### src/hw/rtl/stimseq_pkg.sv
// Types and constants of the stimulus select and trigger sequencer.
// No dependencies.
package stimseq_pkg;

    localparam int unsigned DATA_BITS_DEF = 8;
    localparam int unsigned TICK_W        = 8;
    localparam int unsigned INDEX_W       = 8;
    localparam int unsigned BIT_SEL_W     = 3;
    localparam int unsigned CFG_IDX_W     = 3;
    localparam int unsigned CFG_DATA_W    = 8;

    typedef enum logic [2:0] {
        PH_IDLE   = 3'd0,
        PH_RESET  = 3'd1,
        PH_DATA   = 3'd2,
        PH_SETTLE = 3'd3,
        PH_EDGE   = 3'd4
    } t_phase;

    typedef enum logic {
        KIND_TICK  = 1'b0,
        KIND_CLEAR = 1'b1
    } t_kind;

    typedef enum logic [CFG_IDX_W-1:0] {
        REG_RESET_PULSE  = 3'd0,
        REG_SETTLE       = 3'd1,
        REG_TRIGGER_HOLD = 3'd2,
        REG_USE_INTERNAL = 3'd3,
        REG_INT_HIGH     = 3'd4,
        REG_INT_LOW      = 3'd5
    } t_reg_idx;

    localparam logic [TICK_W-1:0] RESET_PULSE_DEF  = 8'd10;
    localparam logic [TICK_W-1:0] SETTLE_DEF       = 8'd10;
    localparam logic [TICK_W-1:0] TRIGGER_HOLD_DEF = 8'd10;
    localparam logic              USE_INTERNAL_DEF = 1'b1;
    localparam logic [TICK_W-1:0] INT_HIGH_DEF     = 8'd26;
    localparam logic [TICK_W-1:0] INT_LOW_DEF      = 8'd4;

    typedef struct packed {
        logic [TICK_W-1:0] reset_pulse_ticks;
        logic [TICK_W-1:0] settle_ticks;
        logic [TICK_W-1:0] trigger_hold_ticks;
        logic              use_internal_clock;
        logic [TICK_W-1:0] internal_high_ticks;
        logic [TICK_W-1:0] internal_low_ticks;
    } t_cfg;

    typedef struct packed {
        logic accept;
        logic clear;
        logic run;
    } t_step_ctl;

    typedef struct packed {
        logic         select_line;
        logic         trigger_line;
        logic         armed_seen;
        logic         frame_clock_mirror;
        logic [2:0]   phase_now;
    } t_result;

endpackage

### src/hw/rtl/stimseq_in_if.sv
// Input channel of the sequencer: one tick or clear item per transfer.
// Depends on stimseq_pkg for widths.
interface stimseq_in_if import stimseq_pkg::*; ();
    logic               valid;
    logic               ready;
    logic               kind;
    logic               enable;
    logic               arm;
    logic [INDEX_W-1:0] stim_index;
    logic               frame_clock_in;

    modport source (output valid, kind, enable, arm, stim_index, frame_clock_in,
                    input ready);
    modport sink   (input valid, kind, enable, arm, stim_index, frame_clock_in,
                    output ready);
endinterface

### src/hw/rtl/stimseq_out_if.sv
// Result channel of the sequencer: line levels and phase per transfer.
// No package dependencies.
interface stimseq_out_if;
    logic       valid;
    logic       ready;
    logic       select_line;
    logic       trigger_line;
    logic       armed_seen;
    logic       frame_clock_mirror;
    logic [2:0] phase_now;

    modport source (output valid, select_line, trigger_line, armed_seen,
                    frame_clock_mirror, phase_now, input ready);
    modport sink   (input valid, select_line, trigger_line, armed_seen,
                    frame_clock_mirror, phase_now, output ready);
endinterface

### src/hw/rtl/stimseq_cfg.sv
// Configuration register bank of the sequencer.
// Depends on stimseq_pkg.
module stimseq_cfg import stimseq_pkg::*; (
    input  logic                  i_clk,
    input  logic                  i_rst_n,
    input  logic                  i_cfg_we,
    input  logic [CFG_IDX_W-1:0]  i_cfg_idx,
    input  logic [CFG_DATA_W-1:0] i_cfg_data,
    output t_cfg                  o_cfg
);

    t_cfg r_cfg;
    t_cfg n_cfg;

    always_comb begin
        n_cfg = r_cfg;
        if (i_cfg_we) begin
            case (i_cfg_idx)
                REG_RESET_PULSE:  n_cfg.reset_pulse_ticks   = i_cfg_data;
                REG_SETTLE:       n_cfg.settle_ticks        = i_cfg_data;
                REG_TRIGGER_HOLD: n_cfg.trigger_hold_ticks  = i_cfg_data;
                REG_USE_INTERNAL: n_cfg.use_internal_clock  = i_cfg_data[0];
                REG_INT_HIGH:     n_cfg.internal_high_ticks = i_cfg_data;
                REG_INT_LOW:      n_cfg.internal_low_ticks  = i_cfg_data;
                default:          n_cfg = r_cfg;
            endcase
        end
    end

    always_ff @(posedge i_clk) begin
        if (!i_rst_n) begin
            r_cfg.reset_pulse_ticks   <= RESET_PULSE_DEF;
            r_cfg.settle_ticks        <= SETTLE_DEF;
            r_cfg.trigger_hold_ticks  <= TRIGGER_HOLD_DEF;
            r_cfg.use_internal_clock  <= USE_INTERNAL_DEF;
            r_cfg.internal_high_ticks <= INT_HIGH_DEF;
            r_cfg.internal_low_ticks  <= INT_LOW_DEF;
        end else begin
            r_cfg <= n_cfg;
        end
    end

    assign o_cfg = r_cfg;

endmodule

### src/hw/rtl/stimseq_clkgen.sv
// Internal frame clock generator: high and low phases counted in ticks.
// Depends on stimseq_pkg.
module stimseq_clkgen import stimseq_pkg::*; (
    input  logic      i_clk,
    input  logic      i_rst_n,
    input  t_cfg      i_cfg,
    input  t_step_ctl i_ctl,
    output logic      o_level_next
);

    logic              r_level;
    logic              n_level;
    logic [TICK_W-1:0] r_cnt;
    logic [TICK_W-1:0] n_cnt;
    logic [TICK_W-1:0] limit;
    logic [TICK_W-1:0] cnt_inc;

    always_comb begin
        limit   = r_level ? i_cfg.internal_high_ticks : i_cfg.internal_low_ticks;
        cnt_inc = r_cnt + TICK_W'(1);
        n_level = r_level;
        n_cnt   = r_cnt;
        if (i_ctl.clear) begin
            n_level = 1'b0;
            n_cnt   = '0;
        end else if (i_ctl.run) begin
            if (cnt_inc >= limit) begin
                n_cnt   = '0;
                n_level = !r_level;
            end else begin
                n_cnt   = cnt_inc;
            end
        end
    end

    always_ff @(posedge i_clk) begin
        if (!i_rst_n) begin
            r_level <= 1'b0;
            r_cnt   <= '0;
        end else if (i_ctl.accept) begin
            r_level <= n_level;
            r_cnt   <= n_cnt;
        end
    end

    assign o_level_next = n_level;

endmodule

### src/hw/rtl/stimseq_core.sv
// Select line sequencer and trigger timer, one state step per tick.
// Depends on stimseq_pkg.
module stimseq_core import stimseq_pkg::*; #(
    parameter int unsigned DATA_BITS = DATA_BITS_DEF
) (
    input  logic               i_clk,
    input  logic               i_rst_n,
    input  t_cfg               i_cfg,
    input  t_step_ctl          i_ctl,
    input  logic               i_arm,
    input  logic [INDEX_W-1:0] i_stim_index,
    input  logic               i_frame_pin,
    input  logic               i_sim_level,
    output t_result            o_result
);

    t_phase             r_phase,  n_phase;
    logic [TICK_W-1:0]  r_ticks,  n_ticks;
    logic [INDEX_W-1:0] r_index,  n_index;
    logic               r_armed,  n_armed;
    logic               r_trig,   n_trig;
    logic [TICK_W-1:0]  r_rem,    n_rem;
    logic               r_sel,    n_sel;
    logic               r_prev,   n_prev;
    logic [TICK_W-1:0]  tick_inc;
    logic [BIT_SEL_W-1:0] bit_pos;
    logic               frame;

    always_comb begin
        n_phase  = r_phase;
        n_ticks  = r_ticks;
        n_index  = r_index;
        n_armed  = r_armed;
        n_trig   = r_trig;
        n_rem    = r_rem;
        n_sel    = r_sel;
        n_prev   = r_prev;
        tick_inc = r_ticks + TICK_W'(1);
        bit_pos  = BIT_SEL_W'(DATA_BITS - 1) - tick_inc[BIT_SEL_W-1:0];
        frame    = i_cfg.use_internal_clock ? i_sim_level : i_frame_pin;

        if (i_ctl.clear) begin
            n_armed = 1'b0;
            n_trig  = 1'b0;
            n_rem   = '0;
            n_phase = PH_IDLE;
            n_ticks = '0;
            n_sel   = 1'b0;
            n_prev  = i_cfg.use_internal_clock ? 1'b0 : i_frame_pin;
        end else if (!i_ctl.run) begin
            n_armed = 1'b0;
            n_trig  = 1'b0;
            n_rem   = '0;
            n_phase = PH_IDLE;
            n_ticks = '0;
            n_sel   = 1'b0;
            n_prev  = 1'b0;
        end else begin
            if (r_trig && r_rem != '0) begin
                n_rem = r_rem - TICK_W'(1);
            end
            case (r_phase)
                PH_IDLE: begin
                    if (r_armed) begin
                        n_index = i_stim_index;
                        n_ticks = '0;
                        n_sel   = 1'b1;
                        n_phase = PH_RESET;
                    end
                end
                PH_RESET: begin
                    n_ticks = tick_inc;
                    if (tick_inc >= i_cfg.reset_pulse_ticks) begin
                        n_ticks = '0;
                        n_sel   = r_index[DATA_BITS-1];
                        n_phase = PH_DATA;
                    end
                end
                PH_DATA: begin
                    n_ticks = tick_inc;
                    if (tick_inc >= TICK_W'(DATA_BITS)) begin
                        n_sel   = 1'b0;
                        n_ticks = '0;
                        n_phase = PH_SETTLE;
                    end else begin
                        n_sel   = r_index[bit_pos];
                    end
                end
                PH_SETTLE: begin
                    if (!r_armed) begin
                        n_phase = PH_IDLE;
                    end else begin
                        n_ticks = tick_inc;
                        if (tick_inc >= i_cfg.settle_ticks) begin
                            n_phase = PH_EDGE;
                        end
                    end
                end
                default: begin
                    if (!r_armed) begin
                        n_phase = PH_IDLE;
                    end else if (r_prev && !frame) begin
                        n_trig  = 1'b1;
                        n_rem   = i_cfg.trigger_hold_ticks;
                        n_armed = 1'b0;
                        n_phase = PH_IDLE;
                    end
                end
            endcase
            n_prev = frame;
            if (n_trig && n_rem == '0) begin
                n_trig = 1'b0;
            end
            if (i_arm) begin
                n_armed = 1'b1;
            end
        end
    end

    always_ff @(posedge i_clk) begin
        if (!i_rst_n) begin
            r_phase <= PH_IDLE;
            r_ticks <= '0;
            r_index <= '0;
            r_armed <= 1'b0;
            r_trig  <= 1'b0;
            r_rem   <= '0;
            r_sel   <= 1'b0;
            r_prev  <= 1'b0;
        end else if (i_ctl.accept) begin
            r_phase <= n_phase;
            r_ticks <= n_ticks;
            r_index <= n_index;
            r_armed <= n_armed;
            r_trig  <= n_trig;
            r_rem   <= n_rem;
            r_sel   <= n_sel;
            r_prev  <= n_prev;
        end
    end

    assign o_result.select_line        = n_sel;
    assign o_result.trigger_line       = n_trig;
    assign o_result.armed_seen         = r_armed;
    assign o_result.frame_clock_mirror = i_sim_level;
    assign o_result.phase_now          = n_phase;

endmodule

### src/hw/rtl/stim_select_and_trigger_sequencer.sv
// Top level of the stimulus select and trigger sequencer.
// Depends on stimseq_pkg, the channel interfaces, stimseq_cfg, stimseq_clkgen, stimseq_core.
//
// Each accepted item is one tick or a clear and yields one result in the next cycle, held in an
// output register; a new item is taken every cycle while that register is empty or being
// drained, so the block sustains one item per clock. The work per item is a single pass of
// counter compares and steps in the sequencer and the frame clock generator. Configuration
// writes take effect at the next clock edge.
module stim_select_and_trigger_sequencer import stimseq_pkg::*; #(
    parameter int unsigned DATA_BITS = DATA_BITS_DEF
) (
    input  logic                  i_clk,
    input  logic                  i_rst_n,
    input  logic                  i_cfg_we,
    input  logic [CFG_IDX_W-1:0]  i_cfg_idx,
    input  logic [CFG_DATA_W-1:0] i_cfg_data,
    stimseq_in_if.sink            i_item,
    stimseq_out_if.source         o_result
);

    t_cfg      cfg;
    t_step_ctl ctl;
    t_result   result_next;
    t_result   r_result;
    logic      r_out_valid;
    logic      n_out_valid;
    logic      sim_level_next;

    assign i_item.ready = !r_out_valid || o_result.ready;
    assign ctl.accept   = i_item.valid && i_item.ready;
    assign ctl.clear    = i_item.kind == KIND_CLEAR;
    assign ctl.run      = i_item.kind == KIND_TICK && i_item.enable;

    stimseq_cfg u_cfg (
        .i_clk      (i_clk),
        .i_rst_n    (i_rst_n),
        .i_cfg_we   (i_cfg_we),
        .i_cfg_idx  (i_cfg_idx),
        .i_cfg_data (i_cfg_data),
        .o_cfg      (cfg)
    );

    stimseq_clkgen u_clkgen (
        .i_clk        (i_clk),
        .i_rst_n      (i_rst_n),
        .i_cfg        (cfg),
        .i_ctl        (ctl),
        .o_level_next (sim_level_next)
    );

    stimseq_core #(
        .DATA_BITS (DATA_BITS)
    ) u_core (
        .i_clk        (i_clk),
        .i_rst_n      (i_rst_n),
        .i_cfg        (cfg),
        .i_ctl        (ctl),
        .i_arm        (i_item.arm),
        .i_stim_index (i_item.stim_index),
        .i_frame_pin  (i_item.frame_clock_in),
        .i_sim_level  (sim_level_next),
        .o_result     (result_next)
    );

    always_comb begin
        n_out_valid = r_out_valid;
        if (ctl.accept) begin
            n_out_valid = 1'b1;
        end else if (o_result.ready) begin
            n_out_valid = 1'b0;
        end
    end

    always_ff @(posedge i_clk) begin
        if (!i_rst_n) begin
            r_out_valid <= 1'b0;
        end else begin
            r_out_valid <= n_out_valid;
        end
    end

    always_ff @(posedge i_clk) begin
        if (ctl.accept) begin
            r_result <= result_next;
        end
    end

    assign o_result.valid              = r_out_valid;
    assign o_result.select_line        = r_result.select_line;
    assign o_result.trigger_line       = r_result.trigger_line;
    assign o_result.armed_seen         = r_result.armed_seen;
    assign o_result.frame_clock_mirror = r_result.frame_clock_mirror;
    assign o_result.phase_now          = r_result.phase_now;

endmodule

### src/flat_wrapper.sv
// flat-port wrapper written by rule: the top's interface ports become plain ports
module stim_select_and_trigger_sequencer_flat import stimseq_pkg::*;
#(
    parameter int unsigned DATA_BITS = DATA_BITS_DEF
)
  (i_clk, i_rst_n, i_cfg_we, i_cfg_idx, i_cfg_data, i_item_valid, i_item_kind, i_item_enable, i_item_arm, i_item_stim_index, i_item_frame_clock_in, i_item_ready, o_result_valid, o_result_select_line, o_result_trigger_line, o_result_armed_seen, o_result_frame_clock_mirror, o_result_phase_now, o_result_ready);
  stimseq_in_if i_item_i ();
  stimseq_out_if o_result_i ();
  input  logic i_clk;
  input  logic i_rst_n;
  input  logic i_cfg_we;
  input  logic [CFG_IDX_W-1:0] i_cfg_idx;
  input  logic [CFG_DATA_W-1:0] i_cfg_data;
  input wire logic [$bits(i_item_i.valid)-1:0] i_item_valid;
  input wire logic [$bits(i_item_i.kind)-1:0] i_item_kind;
  input wire logic [$bits(i_item_i.enable)-1:0] i_item_enable;
  input wire logic [$bits(i_item_i.arm)-1:0] i_item_arm;
  input wire logic [$bits(i_item_i.stim_index)-1:0] i_item_stim_index;
  input wire logic [$bits(i_item_i.frame_clock_in)-1:0] i_item_frame_clock_in;
  output wire logic [$bits(i_item_i.ready)-1:0] i_item_ready;
  output wire logic [$bits(o_result_i.valid)-1:0] o_result_valid;
  output wire logic [$bits(o_result_i.select_line)-1:0] o_result_select_line;
  output wire logic [$bits(o_result_i.trigger_line)-1:0] o_result_trigger_line;
  output wire logic [$bits(o_result_i.armed_seen)-1:0] o_result_armed_seen;
  output wire logic [$bits(o_result_i.frame_clock_mirror)-1:0] o_result_frame_clock_mirror;
  output wire logic [$bits(o_result_i.phase_now)-1:0] o_result_phase_now;
  input wire logic [$bits(o_result_i.ready)-1:0] o_result_ready;
  assign i_item_i.valid = i_item_valid;
  assign i_item_i.kind = i_item_kind;
  assign i_item_i.enable = i_item_enable;
  assign i_item_i.arm = i_item_arm;
  assign i_item_i.stim_index = i_item_stim_index;
  assign i_item_i.frame_clock_in = i_item_frame_clock_in;
  assign i_item_ready = i_item_i.ready;
  assign o_result_valid = o_result_i.valid;
  assign o_result_select_line = o_result_i.select_line;
  assign o_result_trigger_line = o_result_i.trigger_line;
  assign o_result_armed_seen = o_result_i.armed_seen;
  assign o_result_frame_clock_mirror = o_result_i.frame_clock_mirror;
  assign o_result_phase_now = o_result_i.phase_now;
  assign o_result_i.ready = o_result_ready;
  stim_select_and_trigger_sequencer #(.DATA_BITS(DATA_BITS)) u_core (.i_clk(i_clk), .i_rst_n(i_rst_n), .i_cfg_we(i_cfg_we), .i_cfg_idx(i_cfg_idx), .i_cfg_data(i_cfg_data), .i_item(i_item_i), .o_result(o_result_i));
endmodule
### config.mk
export PLATFORM = sky130hd
export DESIGN_NAME = stim_select_and_trigger_sequencer_flat
export DESIGN_NICKNAME = d
export VERILOG_FILES = /design/src/hw/rtl/stimseq_pkg.sv /design/src/hw/rtl/stimseq_in_if.sv /design/src/hw/rtl/stimseq_out_if.sv /design/src/hw/rtl/stimseq_cfg.sv /design/src/hw/rtl/stimseq_clkgen.sv /design/src/hw/rtl/stimseq_core.sv /design/src/hw/rtl/stim_select_and_trigger_sequencer.sv /design/src/flat_wrapper.sv
export SDC_FILE = /design/constraint.sdc
export NUM_CORES = 1
export LEC_CHECK = 0
export BUFFER_PORTS_ARGS = -buffer_cell sky130_fd_sc_hd__buf_4
export CORE_MARGIN = 4
export CORE_UTILIZATION = 45
export CTS_BUF_LIST = sky130_fd_sc_hd__clkbuf_2
export CTS_CLUSTER_SIZE = 20
export DETAILED_ROUTE_END_ITERATION = 12
export PLACE_DENSITY_LB_ADDON = 0.05
export SLEW_MARGIN = 20
export SYNTH_ARGS = -nofsm -noshare
export SYNTH_HDL_FRONTEND = slang
export SYNTH_SLANG_ARGS = --single-unit
### constraint.sdc
create_clock -name i_clk -period 3.9 [get_ports i_clk]
set_input_delay 0.78 -clock i_clk [delete_from_list [all_inputs] [get_ports i_clk]]
set_output_delay 0.78 -clock i_clk [all_outputs]
set_load 0.02 [all_outputs]
==> impl_results.md, run 1 <==
- Outcome: finished, final reports clean
- Drt via density: between 5 and 6
- Synth Area in Simple Gates: between 20% and 30%
- Final WS setup: 445.5 ps
- Nets: 692
- Startpoint types: register
- Post-synth EDFFs: 7
- Area growth syn-to-layout: 7.867%
- Post-Synth Adder-Cell Area: 6.841%
- DP HPWL: around 8.9 mm
- Wire per inst: 15.50 µm
- Gr usage total: 19.20%
- Data arrival, critical path: 3960 ps
- Ant. Diodes: 0
- Initial antenna violation count: 0
- Library cells used by synthesis: 66
- Clk_skew: 28.47 ps
- Post-cts hold buffer count: 0
- Worst stage delay on the critical path: 820 ps
- XOR/XNOR Fraction of Synth Area: 2.565%
- First-pass GRT wire length: 20.13 mm
- RSZ-0062 raised after global routing: no
- Worst vdd ir: between 0.15 and 0.2 mV
- Ys Warns: 0
- Die area: about 13000 µm²
- Most frequent cells in the layout: nand2_1, dfxtp_1, a21boi_0
- Crit-path cells: mux2i_1 > ha_1 > a211oi_1 > o21ai_0 > a211oi_2 > a2bb2oi_1 > nand3_1 > buf_4 > nor2_1 > o32ai_1
- CP endpoint kind: register
- Post-cts resize count: 0
- Max Clk Rate: 0.2895 GHz
- Share of cells above drive strength 1: 10.94%
- Mapped Nets: between 600 and 700
- CP Data Required Time: approximately 4400 ps
- Slew HR: 37.73%
- Setup violations, final: 0
- GPL Wtd Cong: 0.8004
- Top_reg_cell synth: dfxtp_1
- H-tree depth: 3
- Die Y: approximately 110 µm
- Fill cell count: about 1.1k
- Worst hold start: i_item_arm
- I/O Buffers: 36
- Clk sinks: between 80 and 90
- FP Rows: 38
- CTS buffer count: 9
- Core box area: 10980 µm²
- Pin count of the biggest net entering global routing: 80
- Cell Pwr Density: 268.7 nW/µm²
- Worst setup path start: u_core.u_clkgen.r_level
- Crit Path Class: register to register
- CTS tree: built
- Avg Synthesized Cell Area: 8.341 µm²
- Tmin final: approximately 3500 ps
- Post-synthesis mux area share: under 10%
- Post-route DRC: 0
- Maximum fanout along the worst path: 18
- Crit path max-delay cell type: dfxtp_1
- Setup Fix Bufs, Post-CTS: 0
- Reg2reg start: u_core.u_clkgen.r_level
- Vias in the first global route: 4054
- Worst Max-Slew Pin Slew: between 900 and 1000 ps
- Pins over their slew limit: 0
- Mapped Cells: 614
- Layout Utilization: 50.30%
- Worst Hold Class: input port to register
- TNS Setup: 0 ps
- Post-route ant nets: 0
- Pre-CTS setup slack: between 400 and 500 ps
- Final Hold Viols: 0
- Max Root-Sink Buffers: 2
- Initial Util: 46.63%
- Largest family of logic cells by synthesized area: simple AND/OR/NAND/NOR gates
- Final wirelength: 12.09 mm
- Leakage: 2.218 nW
- CTS Root Buffer Type: clkbuf_2
- Ys async rst share: 0%
- Initial DRC count: approximately 250
- Post-synthesis cell area: 5121 µm²
- Max Cap Viol: 0
- Compound-cell area share of the yosys netlist: about a fifth
- Drt first pass iters: 4
- CTS clk-pin slew, worst paths: 220 ps
- Worst skew pair latency: 570 ps
- Most common cell after layout, fill and taps aside: nand2_1
- Share of the clock period used by the worst path: 88.58%
- CP delay by family, top: compound AO/OA/AOI/OAI gates
- IO Pins: 37
- WP buf/inv: 1
- Grt ovf: 0
- Sequential fraction of the synthesis area: 36.16%
- Die width: between 100 and 150 µm
- Vias: 4321
- Synthesized flop and latch total: slightly below 90
- Worst hold slack: 419.1 ps
logic make-up (layout without fill, tap and decap cells):
family                   Yosys count  in the layout
AO/OA/AOI/OAI                    141            141
XOR/XNOR                          15             15
adder cells (fa/ha/maj)           28             28
buffers and inverters             57             83
flip-flops                        89             89
multiplexers                      29             29
AND/OR/NAND/NOR                  255            255
worst reg2reg max path, delay by kind of cell (launching register included):
kind | cells | cell delay [ps]
buf+inv | 1 | 230
mux | 1 | 310
simple gates | 2 | 440
fa+ha+maj | 1 | 280
flops | 1 | 820
compound gates | 5 | 1320
metal layers:
| metal | part of all wire [%] | routed length (µm) | track usage (%) |
|---|---|---|---|
| met1 | 51 | 6128 | 27.44 |
| met2 | 44 | 5321 | 29.10 |
| met3 | 3.6 | 438 | 3.066 |
| met4 | 1.7 | 200 | 7.126 |
| met5 | 0 | 0 | 0 |
stage by stage:
| stage | power [mW] | instances | cell area (µm²) |
|---|---|---|---|
| after floorplan | 1.051 | 614 | 5121 |
| after global placement | 1.112 | 765 | 5451 |
| after detailed placement | 1.115 | 765 | 5451 |
| after CTS | 1.505 | 780 | 5524 |
| after global routing | 1.561 | 780 | 5524 |
| final | 1.484 | 780 | 5524 |
worst paths after layout:
path | cells after the start | end | slack (ps)
setup / recovery | 10 | u_core.u_core.r_trig | 450
hold / removal | 3 | u_core.u_core.r_armed | 420
setup reg to reg | 10 | u_core.u_core.r_trig | 450
hold reg to reg | 2 | u_core.u_cfg.o_cfg[15] | 480
Yosys cell counts, drive strengths merged, types with 3 or more instances:
master   number  share of area [%]
xnor2         6                1.0
ha           28                6.8
nand3b        5               0.73
a21oi        23                2.2
xor2          9                1.5
buf           4               0.49
nor2b        21                2.6
nor3b         3               0.44
o21ai        31                3.0
a2bb2oi       4               0.68
clkbuf       26                2.5
mux2          3               0.66
nor2         30                2.2
and2          9                1.1
o22ai         5               0.61
a31oi         3               0.37
nor3         12                1.2
nor4         10                1.2
and3          7               0.88
nand2       105                7.7
a22oi         5               0.73
nand3        25                2.4
mux2i        24                4.7
or3           5               0.64
edfxtp        7                4.1
inv          26                1.9
nand2b        8               0.98
dfxtp        82                 32
o211ai        5               0.73
a21boi       43                6.3
a211oi        4               0.68
nand4         4               0.49
sequential cells by signal (all words and copies together) (netlist names):
name,flops
u_core.o_result.phase_now,3
u_core.u_core.r_trig,1
u_core.u_core.r_phase,3
u_core.u_core.r_ticks,8
u_core.o_result.armed_seen,1
u_core.u_clkgen.r_level,1
u_core.o_result.valid,1
u_core.u_core.r_sel,1
u_core.u_clkgen.r_cnt,8
u_core.u_core.r_rem,8
u_core.u_core.r_index,8
u_core.o_result.trigger_line,1
u_core.o_result.frame_clock_mirror,1
u_core.u_cfg.o_cfg,41
u_core.u_core.r_armed,1
u_core.u_core.r_prev,1
u_core.o_result.select_line,1
final cells by class:
class / instances / area [µm²] / share of cell area, %
Sequential cell: 89 / 1852 / 33.52
Clock inverter: 2 / 7.507 / 0.1359
Timing Repair Buffer: 41 / 307.8 / 5.572
Inverter: 27 / 101.3 / 1.835
Multi-Input combinational cell: 468 / 3015 / 54.59
Tap cell: 140 / 175.2 / 3.171
Clock buffer: 13 / 65.06 / 1.178
power by group:
group,internal (mW),switching (mW)
Sequential,0.939,0.0108
Combinational,0.0590,0.0865
Clock,0.0875,0.301
Total,1.09,0.399
No activity file was read; power rests on OpenSTA's default activity.
==> inputs of run 2 (changes only) <==
==> constraint.sdc (replaced) <==
create_clock -name i_clk -period 3.9 [get_ports i_clk]
set_input_delay 0.39 -clock i_clk [delete_from_list [all_inputs] [get_ports i_clk]]
set_output_delay 0.39 -clock i_clk [all_outputs]
set_load 0.02 [all_outputs]
==> run 2 against run 1 <==
Net effect: total power grew 9.4%; count of clock-buffer cells in the layout fell by 4; utilization increased by 0.73 points; non-clock buffer count grew 2; sequential share of layout area decreased by 0.48 points; die area unchanged; register-to-register slack got worse by 140 ps; via count is 0.49% higher; critical path depth is the same; clock skew fell by 3.1 ps.
==> impl_results.md, run 2 (synthesized netlist as in run 1, its figures left out) <==
- Worst vdd ir: roughly 0.21 mV
- CTS clk-pin slew, worst paths: 240 ps
- Wl on met1: about 6.0 mm
- CTS Root Buffer Type: clkbuf_2
- Setup violations, final: 0
- H-tree depth: 3
- Drt first pass iters: 5
- Worst Hold Class: input port to register
- Max Cap Viol: 0
- Nets: 694
- Initial DRC count: around 250
- Core box area: 10980 µm²
- Share of cells above drive strength 1: a little over a tenth
- DP HPWL: 8.851 mm
- First-pass GRT wire length: 20.31 mm
- Worst setup path start: u_core.u_clkgen.r_level
- Vias in the first global route: between 4k and 5k
- Comb pwr share: 9.0%
- Layout Utilization: between 50% and 60%
- R2R setup slack: 300 ps
- Vias: 4342
- Pin count of the biggest net entering global routing: 80
- CTS tree: built
- Sequential share of power: 58.5%
- Fill cell count: 1080
- Register area: 1852 µm²
- Share of the clock period used by the worst path: between 90% and 100%
- Initial Util: 46.63%
- Crit Path Class: register to register
- Grt ovf: 0
- Post-route DRC: 0
- CP endpoint kind: register
- CP Data Required Time: 4400 ps
- Ant. Diodes: 0
- Worst Max-Slew Pin Slew: around 980 ps
- TNS Setup: 0 ps
- GPL Wtd Cong: between 0.8 and 0.9
- Reg2reg start: u_core.u_clkgen.r_level
- Startpoint types: register
- I/O Buffers: 36
- Int Pwr: 1.205 mW
- Multi-input gate area: slightly above 3000 µm²
- FP Rows: 38
- Max Root-Sink Buffers: 2
- Worst skew pair latency: between 500 and 600 ps
- Die Y: 114.7 µm
- Final Non-Filler Cells: 783
- Sw power: approximately 420 µW
- Gr usage total: 19.40%
- Die width: 114.7 µm
- Outcome: finished, final reports clean
- Pins over their slew limit: 0
- Most frequent cells in the layout: nand2_1, dfxtp_1, a21boi_0
- Tmin final: roughly 3600 ps
- Metal3 WL: 595 µm
- Post-route ant nets: 0
- Wire per inst: 15.43 µm
- Slew HR: approximately a third
- Clk sinks: 89
- Die area: 13150 µm²
- Max FFs per register: 41
- Post-cts resize count: 0
- Leakage: 2.245 nW
- Dpl cells: 764
- Worst hold slack: 39.65 ps
- Met2 WL: approximately 5.3 mm
- Clk_skew: 25.36 ps
- Clock Power Share: between 30% and 40%
- Cell Pwr Density: 289.7 nW/µm²
- Worst hold start: i_cfg_data[1]
- Net Sw Frac: between 20% and 30%
- Most common cell after layout, fill and taps aside: nand2_1
- CTS buffer count: 9
- Maximum fanout along the worst path: 18
- Final Hold Viols: 0
- DR top layer: met4
- Final wirelength: 12.08 mm
- Max Clk Rate: 0.2781 GHz
- Area growth syn-to-layout: 9.431%
- IO Pins: 37
- Data arrival, critical path: about 4000 ps
- RSZ-0062 raised after global routing: no
- Drt via density: between 5 and 6
- Initial antenna violation count: 0
[run 2: power groups by stage]
stage / logic (mW) / clock network, mW / registers [mW]
final: 0.147 / 0.527 / 0.950
after global routing: 0.164 / 0.585 / 0.953
after CTS: 0.148 / 0.548 / 0.950
after detailed placement: 0.146 / 0 / 0.968
after global placement: 0.143 / 0 / 0.967
after floorplan: 0.0822 / 0 / 0.969
[run 2: metal layers]
metal | up-vias | GRT usage (%)
met5 | - | 0
met1 | 1999 | 28.07
met3 | 15 | 3.066
li1 | 2221 | -
met4 | 0 | 7.284
met2 | 107 | 28.99
[run 2: layout make-up]
type,count,area share (%)
Inverter,27,1.808
Clock inverter,7,1.518
Clock buffer,9,0.8038
Sequential cell,89,33.04
Tap cell,140,3.126
Timing Repair Buffer,43,5.894
Multi-Input combinational cell,468,53.81
[run 2: final timing paths]
path | cells past startpoint | end
max | 10 | u_core.u_core.r_rem[5]
min | 3 | u_core.u_cfg.o_cfg[9]
max reg2reg | 10 | u_core.u_core.r_rem[5]
min reg2reg | 2 | u_core.u_cfg.o_cfg[29]
[run 2: per-stage QoR]
step | total power, mW | setup slack, ps | area, µm²
floorplan | 1.051 | 775.1 | 5121
global placement | 1.110 | 517.5 | 5444
detailed placement | 1.114 | 374.3 | 5444
CTS | 1.646 | 326.8 | 5594
global route | 1.702 | 3.217 | 5604
finish | 1.624 | 304.2 | 5604
[run 2: worst max-delay path, stage by stage, from the launching register on]
cell and delay [ps]:
dfxtp_1 840, mux2i_1 330, ha_1 280, a211oi_1 230
o21ai_0 160, a211oi_2 570, a2bb2oi_1 180, nand3_1 410
buf_4 230, mux2i_1 200, o22ai_1 100
[run 2: timing repair]
item,4_1_cts,5_1_grt
buffers inserted,0,0
hold buffers,2,1
endpoints found under the hold margin,2,1
